--- src/rtl/bsc_pkg.sv ---
// Shared types, constants and arithmetic helpers of the barometric compensation block.
package bsc_pkg;

  localparam int unsigned DivBits = 32;

  localparam logic signed [31:0] FineOffset = 32'sd64000;
  localparam logic signed [31:0] PressBase  = 32'sd32768;
  localparam logic signed [31:0] TempRound  = 32'sd128;
  localparam logic [31:0]        RawFull    = 32'd1048576;
  localparam logic [31:0]        PressScale = 32'd3125;

  localparam logic [1:0] RegTempCal   = 2'd0;
  localparam logic [1:0] RegPressCal1 = 2'd1;
  localparam logic [1:0] RegPressCal2 = 2'd2;
  localparam logic [1:0] RegPressCal9 = 2'd3;

  typedef struct packed {
    logic [19:0] raw_temperature;
    logic [19:0] raw_pressure;
  } in_item_t;

  typedef struct packed {
    logic signed [15:0] temperature_centi;
    logic [31:0]        pressure_pa;
    logic               pressure_invalid;
  } out_item_t;

  typedef struct packed {
    logic [15:0] t1;
    logic [15:0] t2;
    logic [15:0] t3;
    logic [15:0] p1;
    logic [15:0] p2;
    logic [15:0] p3;
    logic [15:0] p4;
    logic [15:0] p5;
    logic [15:0] p6;
    logic [15:0] p7;
    logic [15:0] p8;
    logic [15:0] p9;
  } cal_t;

  typedef struct packed {
    logic [31:0]        dividend;
    logic [31:0]        den;
    logic               mode;
    logic               invalid;
    logic signed [15:0] temp;
  } div_in_t;

  typedef struct packed {
    logic [31:0]        quo;
    logic               mode;
    logic               invalid;
    logic signed [15:0] temp;
  } div_out_t;

  function automatic logic signed [31:0] mul32(input logic signed [31:0] a,
                                               input logic signed [31:0] b);
    logic signed [63:0] p;
    p = a * b;
    return p[31:0];
  endfunction

  function automatic logic signed [31:0] sext16(input logic [15:0] v);
    return {{16{v[15]}}, v};
  endfunction

  function automatic logic signed [31:0] zext16(input logic [15:0] v);
    return {16'd0, v};
  endfunction

endpackage

--- src/rtl/bsc_regs.sv ---
// Calibration register file behind the APB-style configuration port.
module bsc_regs (
  input  logic               clk_i,
  input  logic               rst_ni,
  input  logic               psel,
  input  logic               penable,
  input  logic               pwrite,
  input  logic [4:0]         paddr,
  input  logic [63:0]        pwdata,
  output logic [63:0]        prdata,
  output logic               pready,
  output bsc_pkg::cal_t      cal_o
);

  logic [47:0] temp_cal_q;
  logic [63:0] press1_q;
  logic [63:0] press2_q;
  logic [15:0] press9_q;
  logic        wr_en;
  logic [1:0]  idx;

  assign pready = 1'b1;
  assign idx    = paddr[4:3];
  assign wr_en  = psel & penable & pwrite & pready;

  always_ff @(posedge clk_i or negedge rst_ni) begin
    if (!rst_ni) begin
      temp_cal_q <= '0;
      press1_q   <= '0;
      press2_q   <= '0;
      press9_q   <= '0;
    end else if (wr_en) begin
      case (idx)
        bsc_pkg::RegTempCal:   temp_cal_q <= pwdata[47:0];
        bsc_pkg::RegPressCal1: press1_q   <= pwdata;
        bsc_pkg::RegPressCal2: press2_q   <= pwdata;
        bsc_pkg::RegPressCal9: press9_q   <= pwdata[15:0];
        default: ;
      endcase
    end
  end

  always_comb begin
    case (idx)
      bsc_pkg::RegTempCal:   prdata = {16'd0, temp_cal_q};
      bsc_pkg::RegPressCal1: prdata = press1_q;
      bsc_pkg::RegPressCal2: prdata = press2_q;
      bsc_pkg::RegPressCal9: prdata = {48'd0, press9_q};
      default:               prdata = '0;
    endcase
  end

  assign cal_o.t1 = temp_cal_q[15:0];
  assign cal_o.t2 = temp_cal_q[31:16];
  assign cal_o.t3 = temp_cal_q[47:32];
  assign cal_o.p1 = press1_q[15:0];
  assign cal_o.p2 = press1_q[31:16];
  assign cal_o.p3 = press1_q[47:32];
  assign cal_o.p4 = press1_q[63:48];
  assign cal_o.p5 = press2_q[15:0];
  assign cal_o.p6 = press2_q[31:16];
  assign cal_o.p7 = press2_q[47:32];
  assign cal_o.p8 = press2_q[63:48];
  assign cal_o.p9 = press9_q;

endmodule

--- config.mk ---
export PLATFORM = sky130hd
export DESIGN_NAME = bsc_regs
export DESIGN_NICKNAME = d
export VERILOG_FILES = /design/src/rtl/bsc_pkg.sv /design/src/rtl/bsc_regs.sv
export SDC_FILE = /design/constraint.sdc
export NUM_CORES = 1
export LEC_CHECK = 0
export BUFFER_PORTS_ARGS = -buffer_cell sky130_fd_sc_hd__buf_2
export CORE_MARGIN = 1
export CORE_UTILIZATION = 40
export DETAILED_ROUTE_END_ITERATION = 16
export PLACE_DENSITY = 0.7
export SLEW_MARGIN = 10
export SYNTH_ARGS = -nofsm -noshare
export SYNTH_HDL_FRONTEND = slang
export SYNTH_SLANG_ARGS = --single-unit
--- constraint.sdc ---
create_clock -name clk_i -period 1.2 [get_ports clk_i]
set_clock_uncertainty 0.15 [all_clocks]
set_input_delay 0 -clock clk_i [delete_from_list [all_inputs] [get_ports clk_i]]
set_output_delay 0 -clock clk_i [all_outputs]
set_load 0.02 [all_outputs]
==> qor.txt <==
average cell area after synthesis = 15.31 um^2
final routed DRC violation total = 0
Worst Setup Start Kind = flop
Synth top cells by count = dfrtp_1, mux2_2, mux2_4
Max IR drop VDD = 0.001005 V
Worst R2R Path Depth = 3
total track usage = 26.45%
die area = 22060 um^2
WL/cell = 22.10 um
final hold violations = 30
Die W = 148.5 um
CTS tree = yes
synthesized cell area = 8588 um^2
Max Fclk = 594.5 MHz
Ys Warns = 0
syn_nets = 635
reg2reg setup slack = -20 ps
unrepaired setup endpoints after global routing = yes
CP Capture Type = output pin
final slew viol count = 0
I/O pin cnt = 331
Hold Worst Slack = -106.2 ps
leak pwr = 7.555 nW
ys flop type = dfrtp_1
Crit Path Category = reg2out
CP Data Required Time = 1050 ps
root buffer cell = clkbuf_16
placed cell areas = 11220 um^2
Initial DRT Pass Iterations = 5
clock sink count = 192
Clk Latency, worst-skew pair = 430 ps
fraction of layout cells with a size suffix above 1 = 70.50%
core area = 21020 um^2
MaxCap Viol Count = 0
routability cong. = 0.7772
Hold-fix buffers, CTS = 65
Tcrit/Tclk final = 140.2%
Via density = 5.237
FF-to-FF Start = press1_q[51]$_DFFE_PN0P_
post-synthesis async set-or-reset flop share = 100.0%
CP endpoint = prdata[0]
TNS Setup = -19690 ps
fin area = 15330 um^2
DP HPWL = 16640 um
Mapped Cells = 561
CTS buffer count = 17
post-synthesis sequential area ratio = 55.94%
Worst EP arrival = 1530 ps
status = complete, but fails checks
port bufs = 326
Vias = 7499
r2r endpoint = press1_q[51]$_DFFE_PN0P_
final setup margin = -482.2 ps
Yosys cell types = 22
number of flops mapped to enable cells by yosys = 0
final WL = 31640 um
global-route wire length before repair = 44040 um
most numerous cell in the Yosys netlist = dfrtp_1
H-tree depth = 4
vias in the first global route = 7692
Period minus WS final = 1682 ps
largest net degree at the start of global routing = 40
Yosys top cell area share = 55.94%
failing checks = negative hold slack, negative setup slack
initial antenna violation count = 1
grt total ovfl = 0
Worst setup startpoint = press1_q[0]$_DFFE_PN0P_
Yosys reg bits = 192
CTS Buffer Depth = 2
Finished Core Util = 72.92%
Hold/Removal Path Class = in2async
DRT iter0 DRCs = 217
Design Power = 28.51 mW
power per standard cell area = 1860 nW/um^2
CTS clk-pin slew, worst paths = 70 ps
Area growth, synth to finish = 78.48%
die height = 148.5 um
Setup violations, final = 196
Nets = 1219
Worst Path Max Fanout = 2
std cell rows = 53
area leader, netlist = dfrtp_1
top cells by area, synth = dfrtp_1, mux2_2, mux2_4
initial core utilization = 40.85%
Final ANT Viol Nets = 0
-- cell type report --
cell class / count / area [um^2]
Antenna cell: 1 / 2.502
Fill cell: 1211 / 5693
Sequential cell: 192 / 4806
Clock inverter: 13 / 143.9
Timing Repair Buffer: 604 / 5923
Inverter: 1 / 3.754
Multi-Input combinational cell: 329 / 3680
Tap cell: 275 / 344.1
Clock buffer: 17 / 425.4
-- sequential cells by signal (all words and copies together), names as in the netlist --
name / count
press2_q: 64
press1_q: 64
temp_cal_q: 48
press9_q: 16
-- worst min-delay path by stage --
stage,from,endpoint,slack [ps],cells past startpoint
6_report,rst_ni,press2_q[56]$_DFFE_PN0P_,-110,2
3_3_place_gp,rst_ni,press2_q[56]$_DFFE_PN0P_,-190,1
3_5_place_dp,rst_ni,press2_q[56]$_DFFE_PN0P_,-180,1
4_1_cts,rst_ni,press2_q[56]$_DFFE_PN0P_,-90,2
2_1_floorplan,rst_ni,press1_q[0]$_DFFE_PN0P_,-450,0
5_1_grt,rst_ni,press2_q[56]$_DFFE_PN0P_,-90,2
-- layer usage --
metal | share of wire (%) | global-route usage [%] | up-vias
met4 | 3.5 | 12.01 | 0
li1 | - | - | 3221
met2 | 51 | 45.07 | 398
met5 | 0 | 0 | -
met1 | 38 | 32.00 | 3798
met3 | 6.7 | 5.736 | 82
-- critical path: stages (launching register included) --
cell and delay, ps:
dfrtp_1 430, mux4_2 510, buf_6 160
-- stage by stage --
stage          worst slack, ps  std cells
2_1_floorplan           -167.7        561
3_3_place_gp            -254.9       1195
3_5_place_dp            -270.2       1195
4_1_cts                 -439.4       1384
5_1_grt                 -496.3       1432
6_report                -482.2       1432
-- what timing repair did --
item,CTS,global route
pin swaps,6,3
setup buffers,100,83
hold endpoints to repair,384,31
resized for setup,460,124
gates cloned,0,2
endpoints found under the setup margin,99,202
-- kinds of logic after synthesis --
kind of cell | synth area share (%)
mux | 35.72
simple gates | 1.923
other cells | 0.04366
buf+inv | 2.870
compound gates | 3.496
flops | 55.94
-- layout by cell type, fill, tap and decap left out, drive strengths merged --
cell and instances:
buf 537, dfrtp 192, mux2 192, dlygate4sd3 65, nand2 32, mux2i 32
o21ai 32, clkbuf 19, mux4 16, a22o 16, inv 9, clkinv 3
nor2 2, diode 1, nor2b 1, nand3 1, nor3 1, or3 1
nand4 1, or2 1, conb 1, clkinvlp 1, bufinv 1
-- where the power goes --
part           internal, mW  leakage [nW]  total [mW]  switching [mW]
clock network          2.94         0.278        5.60            2.67
registers              7.99          2.35        9.33            1.34
logic                  7.63          4.92        13.6            5.95
Note: power is estimated with default switching activity, not from simulation.
