[src/rtl/bsc_pkg.sv]
// Shared types, constants and arithmetic helpers of the barometric compensation block.
package bsc_pkg;

  localparam int unsigned DivBits = 32;

  localparam logic signed [31:0] FineOffset = 32'sd64000;
  localparam logic signed [31:0] PressBase  = 32'sd32768;
  localparam logic signed [31:0] TempRound  = 32'sd128;
  localparam logic [31:0]        RawFull    = 32'd1048576;
  localparam logic [31:0]        PressScale = 32'd3125;

  localparam logic [1:0] RegTempCal   = 2'd0;
  localparam logic [1:0] RegPressCal1 = 2'd1;
  localparam logic [1:0] RegPressCal2 = 2'd2;
  localparam logic [1:0] RegPressCal9 = 2'd3;

  typedef struct packed {
    logic [19:0] raw_temperature;
    logic [19:0] raw_pressure;
  } in_item_t;

  typedef struct packed {
    logic signed [15:0] temperature_centi;
    logic [31:0]        pressure_pa;
    logic               pressure_invalid;
  } out_item_t;

  typedef struct packed {
    logic [15:0] t1;
    logic [15:0] t2;
    logic [15:0] t3;
    logic [15:0] p1;
    logic [15:0] p2;
    logic [15:0] p3;
    logic [15:0] p4;
    logic [15:0] p5;
    logic [15:0] p6;
    logic [15:0] p7;
    logic [15:0] p8;
    logic [15:0] p9;
  } cal_t;

  typedef struct packed {
    logic [31:0]        dividend;
    logic [31:0]        den;
    logic               mode;
    logic               invalid;
    logic signed [15:0] temp;
  } div_in_t;

  typedef struct packed {
    logic [31:0]        quo;
    logic               mode;
    logic               invalid;
    logic signed [15:0] temp;
  } div_out_t;

  function automatic logic signed [31:0] mul32(input logic signed [31:0] a,
                                               input logic signed [31:0] b);
    logic signed [63:0] p;
    p = a * b;
    return p[31:0];
  endfunction

  function automatic logic signed [31:0] sext16(input logic [15:0] v);
    return {{16{v[15]}}, v};
  endfunction

  function automatic logic signed [31:0] zext16(input logic [15:0] v);
    return {16'd0, v};
  endfunction

endpackage

[src/rtl/bsc_back.sv]
// Final pressure correction stages and output register.
module bsc_back (
  input  logic               clk_i,
  input  logic               rst_ni,
  input  bsc_pkg::cal_t      cal_i,
  input  logic               in_valid_i,
  output logic               in_ready_o,
  input  bsc_pkg::div_out_t  in_data_i,
  output logic               out_valid_o,
  input  logic               out_ready_i,
  output bsc_pkg::out_item_t out_data_o
);

  logic [2:0]         v_q;
  logic [2:0]         rdy;
  logic [31:0]        p0, p0s;
  logic [31:0]        b1_p_q, b1_sq_q, b2_p_q;
  logic signed [31:0] b1_m_q, b2_a_q, b2_b_q, corr;
  logic               b1_inv_q, b2_inv_q;
  logic signed [15:0] b1_t_q, b2_t_q;
  bsc_pkg::out_item_t out_q;

  assign rdy[2] = ~v_q[2] | out_ready_i;
  assign rdy[1] = ~v_q[1] | rdy[2];
  assign rdy[0] = ~v_q[0] | rdy[1];
  assign in_ready_o = rdy[0];

  always_ff @(posedge clk_i or negedge rst_ni) begin
    if (!rst_ni) begin
      v_q <= '0;
    end else begin
      if (rdy[0]) v_q[0] <= in_valid_i;
      if (rdy[1]) v_q[1] <= v_q[0];
      if (rdy[2]) v_q[2] <= v_q[1];
    end
  end

  assign p0   = in_data_i.mode ? {in_data_i.quo[30:0], 1'b0} : in_data_i.quo;
  assign p0s  = p0 >> 3;
  assign corr = (b2_a_q + b2_b_q + bsc_pkg::sext16(cal_i.p7)) >>> 4;

  always_ff @(posedge clk_i) begin
    if (rdy[0]) begin
      b1_p_q   <= p0;
      b1_sq_q  <= 32'(p0s * p0s);
      b1_m_q   <= bsc_pkg::mul32({2'b00, p0[31:2]}, bsc_pkg::sext16(cal_i.p8));
      b1_inv_q <= in_data_i.invalid;
      b1_t_q   <= in_data_i.temp;
    end
    if (rdy[1]) begin
      b2_a_q   <= bsc_pkg::mul32(bsc_pkg::sext16(cal_i.p9), {13'd0, b1_sq_q[31:13]}) >>> 12;
      b2_b_q   <= b1_m_q >>> 13;
      b2_p_q   <= b1_p_q;
      b2_inv_q <= b1_inv_q;
      b2_t_q   <= b1_t_q;
    end
    if (rdy[2]) begin
      out_q.temperature_centi <= b2_t_q;
      out_q.pressure_pa       <= b2_inv_q ? 32'd0 : b2_p_q + 32'(corr);
      out_q.pressure_invalid  <= b2_inv_q;
    end
  end

  assign out_valid_o = v_q[2];
  assign out_data_o  = out_q;

endmodule

[config.mk]
export PLATFORM = sky130hd
export DESIGN_NAME = bsc_back
export DESIGN_NICKNAME = d
export VERILOG_FILES = /design/src/rtl/bsc_pkg.sv /design/src/rtl/bsc_back.sv
export SDC_FILE = /design/constraint.sdc
export NUM_CORES = 2
export LEC_CHECK = 0
export ABC_AREA = 1
export BUFFER_PORTS_ARGS = -buffer_cell sky130_fd_sc_hd__buf_2
export CELL_PAD_IN_SITES_DETAIL_PLACEMENT = 1
export CELL_PAD_IN_SITES_GLOBAL_PLACEMENT = 1
export CORE_ASPECT_RATIO = 0.75
export CORE_MARGIN = 4
export CORE_UTILIZATION = 44
export CTS_CLUSTER_SIZE = 12
export DETAILED_ROUTE_END_ITERATION = 12
export PLACE_DENSITY = 0.85
export SLEW_MARGIN = 40
export SYNTH_ARGS = -nofsm -noshare
export SYNTH_HDL_FRONTEND = slang
export SYNTH_SLANG_ARGS = --single-unit
[constraint.sdc]
create_clock -name clk_i -period 5.66 [get_ports clk_i]
set_input_delay 0.849 -clock clk_i [delete_from_list [all_inputs] [get_ports clk_i]]
set_output_delay 0.849 -clock clk_i [all_outputs]
set_load 0.02 [all_outputs]
==> impl_metrics.json, run 1 <==
{
  "cts-buffers-inserted": 28,
  "grt-ovfl-total": 58,
  "synth_xor_area_frac": 0.0214,
  "seq_area_frac_synth": 0.150,
  "yosysWarningCount": 0,
  "dp_hpwl_mm": 153,
  "num_rows": 101,
  "initial_core_util": 0.446,
  "syn_avg_cell_area_um2": 8.70,
  "synth_nets": 6738,
  "synth-simple-area-share": 0.141,
  "synthAdderAreaFrac": 0.506,
  "grt-worst-endpoint": "b1_sq_q[28]$_DFFE_PP_/D",
  "io_pins": 297,
  "globalplace.congestion": 0.994,
  "grt_use_total": 0.715,
  "syn_area_um2": 45300,
  "outcome": "aborted with a tool error",
  "lastStage": "global routing",
  "cts_root_buf": "clkbuf_16",
  "antenna_found_initial": 47,
  "worst-ep-kind": "register data pin",
  "io_buffers": 152,
  "error": "[ERROR GRT-0232] Routing congestion too high. Check the congestion heatmap in the GUI.",
  "grt_max_degree": 66,
  "yosys.cell_types.count": 48,
  "cts_max_path_buffers": 3,
  "synth_top_family_by_area": "adder cells",
  "yosys_register_bits": 227,
  "htree_levels": 1,
  "synth_compound_area_frac": 0.0500,
  "fp.dieH_um": 286,
  "synth_mux_area_frac": 0,
  "cts_num_sinks": 227,
  "die_x_um": 379,
  "synth_cells": 5210
}
metal layers:
metal / overflow / GRT usage
met3: 2 / 0.660
met5: 0 / 0.454
met4: 21 / 0.654
met2: 34 / 0.827
met1: 1 / 0.703
cell families after synthesis:
kind of cell | count (synthesis)
AND/OR/NAND/NOR | 1625
buffers and inverters | 1578
adder cells (fa/ha/maj) | 1282
AO/OA/AOI/OAI | 389
flip-flops | 227
XOR/XNOR | 109
metrics by stage:
| step | instance area, um^2 | instances | utilization | setup WS [ns] |
|---|---|---|---|---|
| floorplan | 46400 | 5210 | - | -1.46 |
| global placement | 54100 | 7299 | 0.531 | -1.90 |
| detailed placement | 54100 | 7299 | 0.531 | -2.36 |
| CTS | 57300 | 7439 | 0.563 | -1.46 |
synthesized netlist by cell type, drive strengths merged:
| cell | count | area, um^2 |
|---|---|---|
| o31ai | 1 | 7.51 |
| a21oi | 192 | 961 |
| and2 | 1 | 6.26 |
| fa | 922 | 18500 |
| a21o | 12 | 90.1 |
| o211ai | 4 | 30.0 |
| dfrtp | 3 | 75.1 |
| inv | 1408 | 5290 |
| edfxtp | 224 | 6730 |
| nand3 | 62 | 310 |
| nand3b | 6 | 45.0 |
| o221a | 2 | 22.5 |
| o2111ai | 1 | 8.76 |
| or2 | 18 | 113 |
| clkbuf | 139 | 522 |
| xnor3 | 1 | 22.5 |
| o21ai | 122 | 723 |
| o21a | 21 | 158 |
| o21bai | 12 | 93.8 |
| xnor2 | 38 | 333 |
| nor4 | 8 | 50.1 |
| xor2 | 70 | 613 |
| a31oi | 5 | 31.3 |
| nor3 | 21 | 105 |
| nand4 | 12 | 75.1 |
| nor2 | 522 | 1960 |
| o221ai | 7 | 61.3 |
| buf | 26 | 144 |
| ha | 360 | 4500 |
| a2111oi | 1 | 8.76 |
| a31o | 1 | 8.76 |
| a211oi | 2 | 15.0 |
| clkinv | 5 | 18.8 |
| a221oi | 2 | 17.5 |
| nand2 | 975 | 3710 |
| a21boi | 4 | 30.0 |
timing repair:
action | CTS
buffers inserted | 86
cloned | 3
gates resized for setup | 368
hold buffers | 0
pin swaps | 147
setup endpoints to repair | 53
==> run 2: changes to the inputs <==
Settings changed: CELL_PAD_IN_SITES_DETAIL_PLACEMENT 1 to not set, CELL_PAD_IN_SITES_GLOBAL_PLACEMENT 1 to not set, CORE_ASPECT_RATIO 0.75 to not set, CORE_UTILIZATION 44 to 35, CTS_CLUSTER_SIZE 12 to not set, PLACE_DENSITY 0.85 to not set, PLACE_DENSITY_LB_ADDON set to 0.15.
Clock period 5.66 ns to 7.35 ns, I/O delays scaled along.
==> run 2 against run 1 <==
Net effect:
- synthesized area stayed put
- the run now ends clean
- synthesized cell count stayed put
==> impl_metrics.json, run 2 <==
{
  "outcome": "completed",
  "globalplace.congestion": 0.891,
  "multiInputGateArea_um2": 33400,
  "cts_num_sinks": 227,
  "nets": 7292,
  "ant_nets": 0,
  "drive_above_1_share": 0.164,
  "drc": 0,
  "die_x_um": 368,
  "regArea_um2": 6800,
  "dp.cells": 7454,
  "syn_avg_cell_area_um2": 8.70,
  "largest_reg_flops": 49,
  "htree_levels": 1,
  "yosysWarningCount": 0,
  "holdWs_ns": 0.320,
  "num_rows": 131,
  "synth_edf_count": 224,
  "min_period_ns": 7.17,
  "hold_path.class": "input pin to async pin",
  "syn_area_um2": 45300,
  "finalSetupTns_ns": 0,
  "grt_use_total": 0.209,
  "async_flop_share": 0.0132,
  "synthTopCellsByArea": "fa_1, edfxtp_1, inv_1",
  "vias": 34680,
  "routedWlPerCell_um": 18.5,
  "final_common_cell": "inv_1",
  "antenna_found_initial": 7,
  "fillCellCount": 13092,
  "crit_required_ns": 7.65,
  "drt_pre_antenna_iters": 6,
  "drv_slew": 0,
  "synth_mux_area_frac": 0,
  "seq_area_frac_synth": 0.150,
  "fp.coreArea_um2": 128000,
  "final_cell_mix": "inv_1, nand2_1, fa_1, buf_4, nor2_1",
  "cts_max_path_buffers": 3,
  "dp_hpwl_mm": 118,
  "clk-insertion-delay-late_ns": 0.58,
  "cts_root_buf": "clkbuf_16",
  "worst_setup_path_end_kind": "flop",
  "synth_compound_area_frac": 0.0500,
  "synth_ff_type": "edfxtp_1",
  "fin_crit_sh": 0.975,
  "fmaxAchievable_ghz": 0.139,
  "synth_top_area_frac": 0.407,
  "cts-buffers-inserted": 26,
  "synth-simple-area-share": 0.141,
  "drt-total-wl_mm": 139,
  "grt_pass1_vias": 37494,
  "cap_violations": 0,
  "tightest_slew_ns": 0.876,
  "synth_xor_area_frac": 0.0214,
  "synthAdderAreaFrac": 0.506,
  "synth_nets": 6738,
  "io_pins": 297,
  "relSlewSlack": 0.416,
  "critPathArrivalTime_ns": 7.47,
  "yosys.cell_types.count": 48,
  "yosys_register_bits": 227,
  "hold_viol_final": 0,
  "cts_tree": "built",
  "fp.dieH_um": 368,
  "clk_pin_slew_ns": 0.06,
  "die_area_um2": 135000,
  "ys_top_cells_by_count": "inv_1, nand2_1, fa_1",
  "worstSetupPathType": "input pin to flop",
  "synth.most_common_cell": "inv_1",
  "grt_max_degree": 56,
  "drtIter0Drc": 1875,
  "start_kind": "input pin",
  "initial_core_util": 0.354,
  "synth_top_area_cell": "fa_1",
  "via_per_inst": 4.61,
  "syn_to_final_growth_pct": 18.9,
  "stdcell_count": 7517,
  "grt_pass1_wl_mm": 219,
  "synth_top_family_by_area": "adder cells",
  "clock_skew_ns": 0.0239,
  "io_buffers": 152,
  "synth_cells": 5210,
  "path_max_fanout": 10,
  "grt-ovfl-total": 0,
  "setup_viol": 0
}
## run 2: cell counts after synthesis
No cell type changed its count.
## run 2: per-stage QoR
stage | setup WS (ns) | instance area (um^2) | util
after floorplan | -0.0224 | 45900 | -
after global placement | -0.650 | 52200 | 0.408
after detailed placement | -0.664 | 52300 | 0.408
after CTS | 0.00347 | 53200 | 0.415
after global routing | -0.0201 | 53900 | 0.421
final | 0.180 | 53900 | 0.421
## run 2: repair_timing
action / CTS / global route
setup endpoints to repair: 3 / 15
pin swaps: 0 / 46
resized for setup: 2 / 139
cloned: 0 / 1
hold buffers: 0 / 0
buffers inserted: 0 / 9
## run 2: cells by family after synthesis
group / Yosys count
compound gates: 389
xor+xnor: 109
fa+ha+maj: 1282
buf+inv: 1578
flops: 227
simple gates: 1625
## run 2: worst paths after layout
| check | from | end | slack, ns | cells past startpoint |
|---|---|---|---|---|
| setup / recovery | in_data_i[17] | b1_sq_q[26]$_DFFE_PP_ | 0.18 | 28 |
| hold / removal | rst_ni | v_q[0]$_DFFE_PN0P_ | 0.32 | 1 |
| setup reg to reg | b1_sq_q[26]$_DFFE_PP_ | b2_a_q[16]$_DFFE_PP_ | 0.81 | 22 |
| hold reg to reg | b1_p_q[18]$_DFFE_PP_ | b2_p_q[18]$_DFFE_PP_ | 0.41 | 0 |
| max in group asynchronous | rst_ni | v_q[2]$_DFFE_PN0P_ | 6.92 | 1 |
| min in group clk_i | b1_p_q[18]$_DFFE_PP_ | b2_p_q[18]$_DFFE_PP_ | 0.41 | 0 |
## run 2: routing by layer
layer,up-vias,GRT usage,wire length (um)
met3,172,0.0223,6480
met2,753,0.354,66100
met5,-,0,0
li1,16411,-,-
met4,0,0.0505,4170
met1,17344,0.289,62600
## run 2: critical path, stage by stage
cell and delay, ns:
buf_12 0.13, buf_8 0.14, nand2_2 0.07, o21ai_4 0.07, inv_2 0.11, buf_12 0.14
nor2_2 0.05, fa_1 0.53, inv_1 0.10, fa_1 0.54, inv_1 0.06, fa_1 0.50
inv_1 0.05, fa_1 0.53, inv_1 0.05, fa_1 0.51, fa_1 0.44, fa_1 0.50
inv_1 0.06, fa_1 0.61, inv_1 0.10, ha_4 0.30, buf_4 0.12, nand2_1 0.08
buf_4 0.14, nor2_2 0.19, a21oi_2 0.09, xnor2_1 0.15
## run 2: layout make-up
class,instances,share of cell area
multi-input cells,3405,0.619
flip-flops and latches,227,0.126
inverters,1413,0.0989
repair buffers,691,0.0975
well taps,1729,0.0401
clock buffers,28,0.0122
clock inverters,20,0.00564
diodes,4,0.000186
Power of run 2 is not shown: default switching activity piles up to over one toggle a cycle in this logic, so the estimate is an artifact.
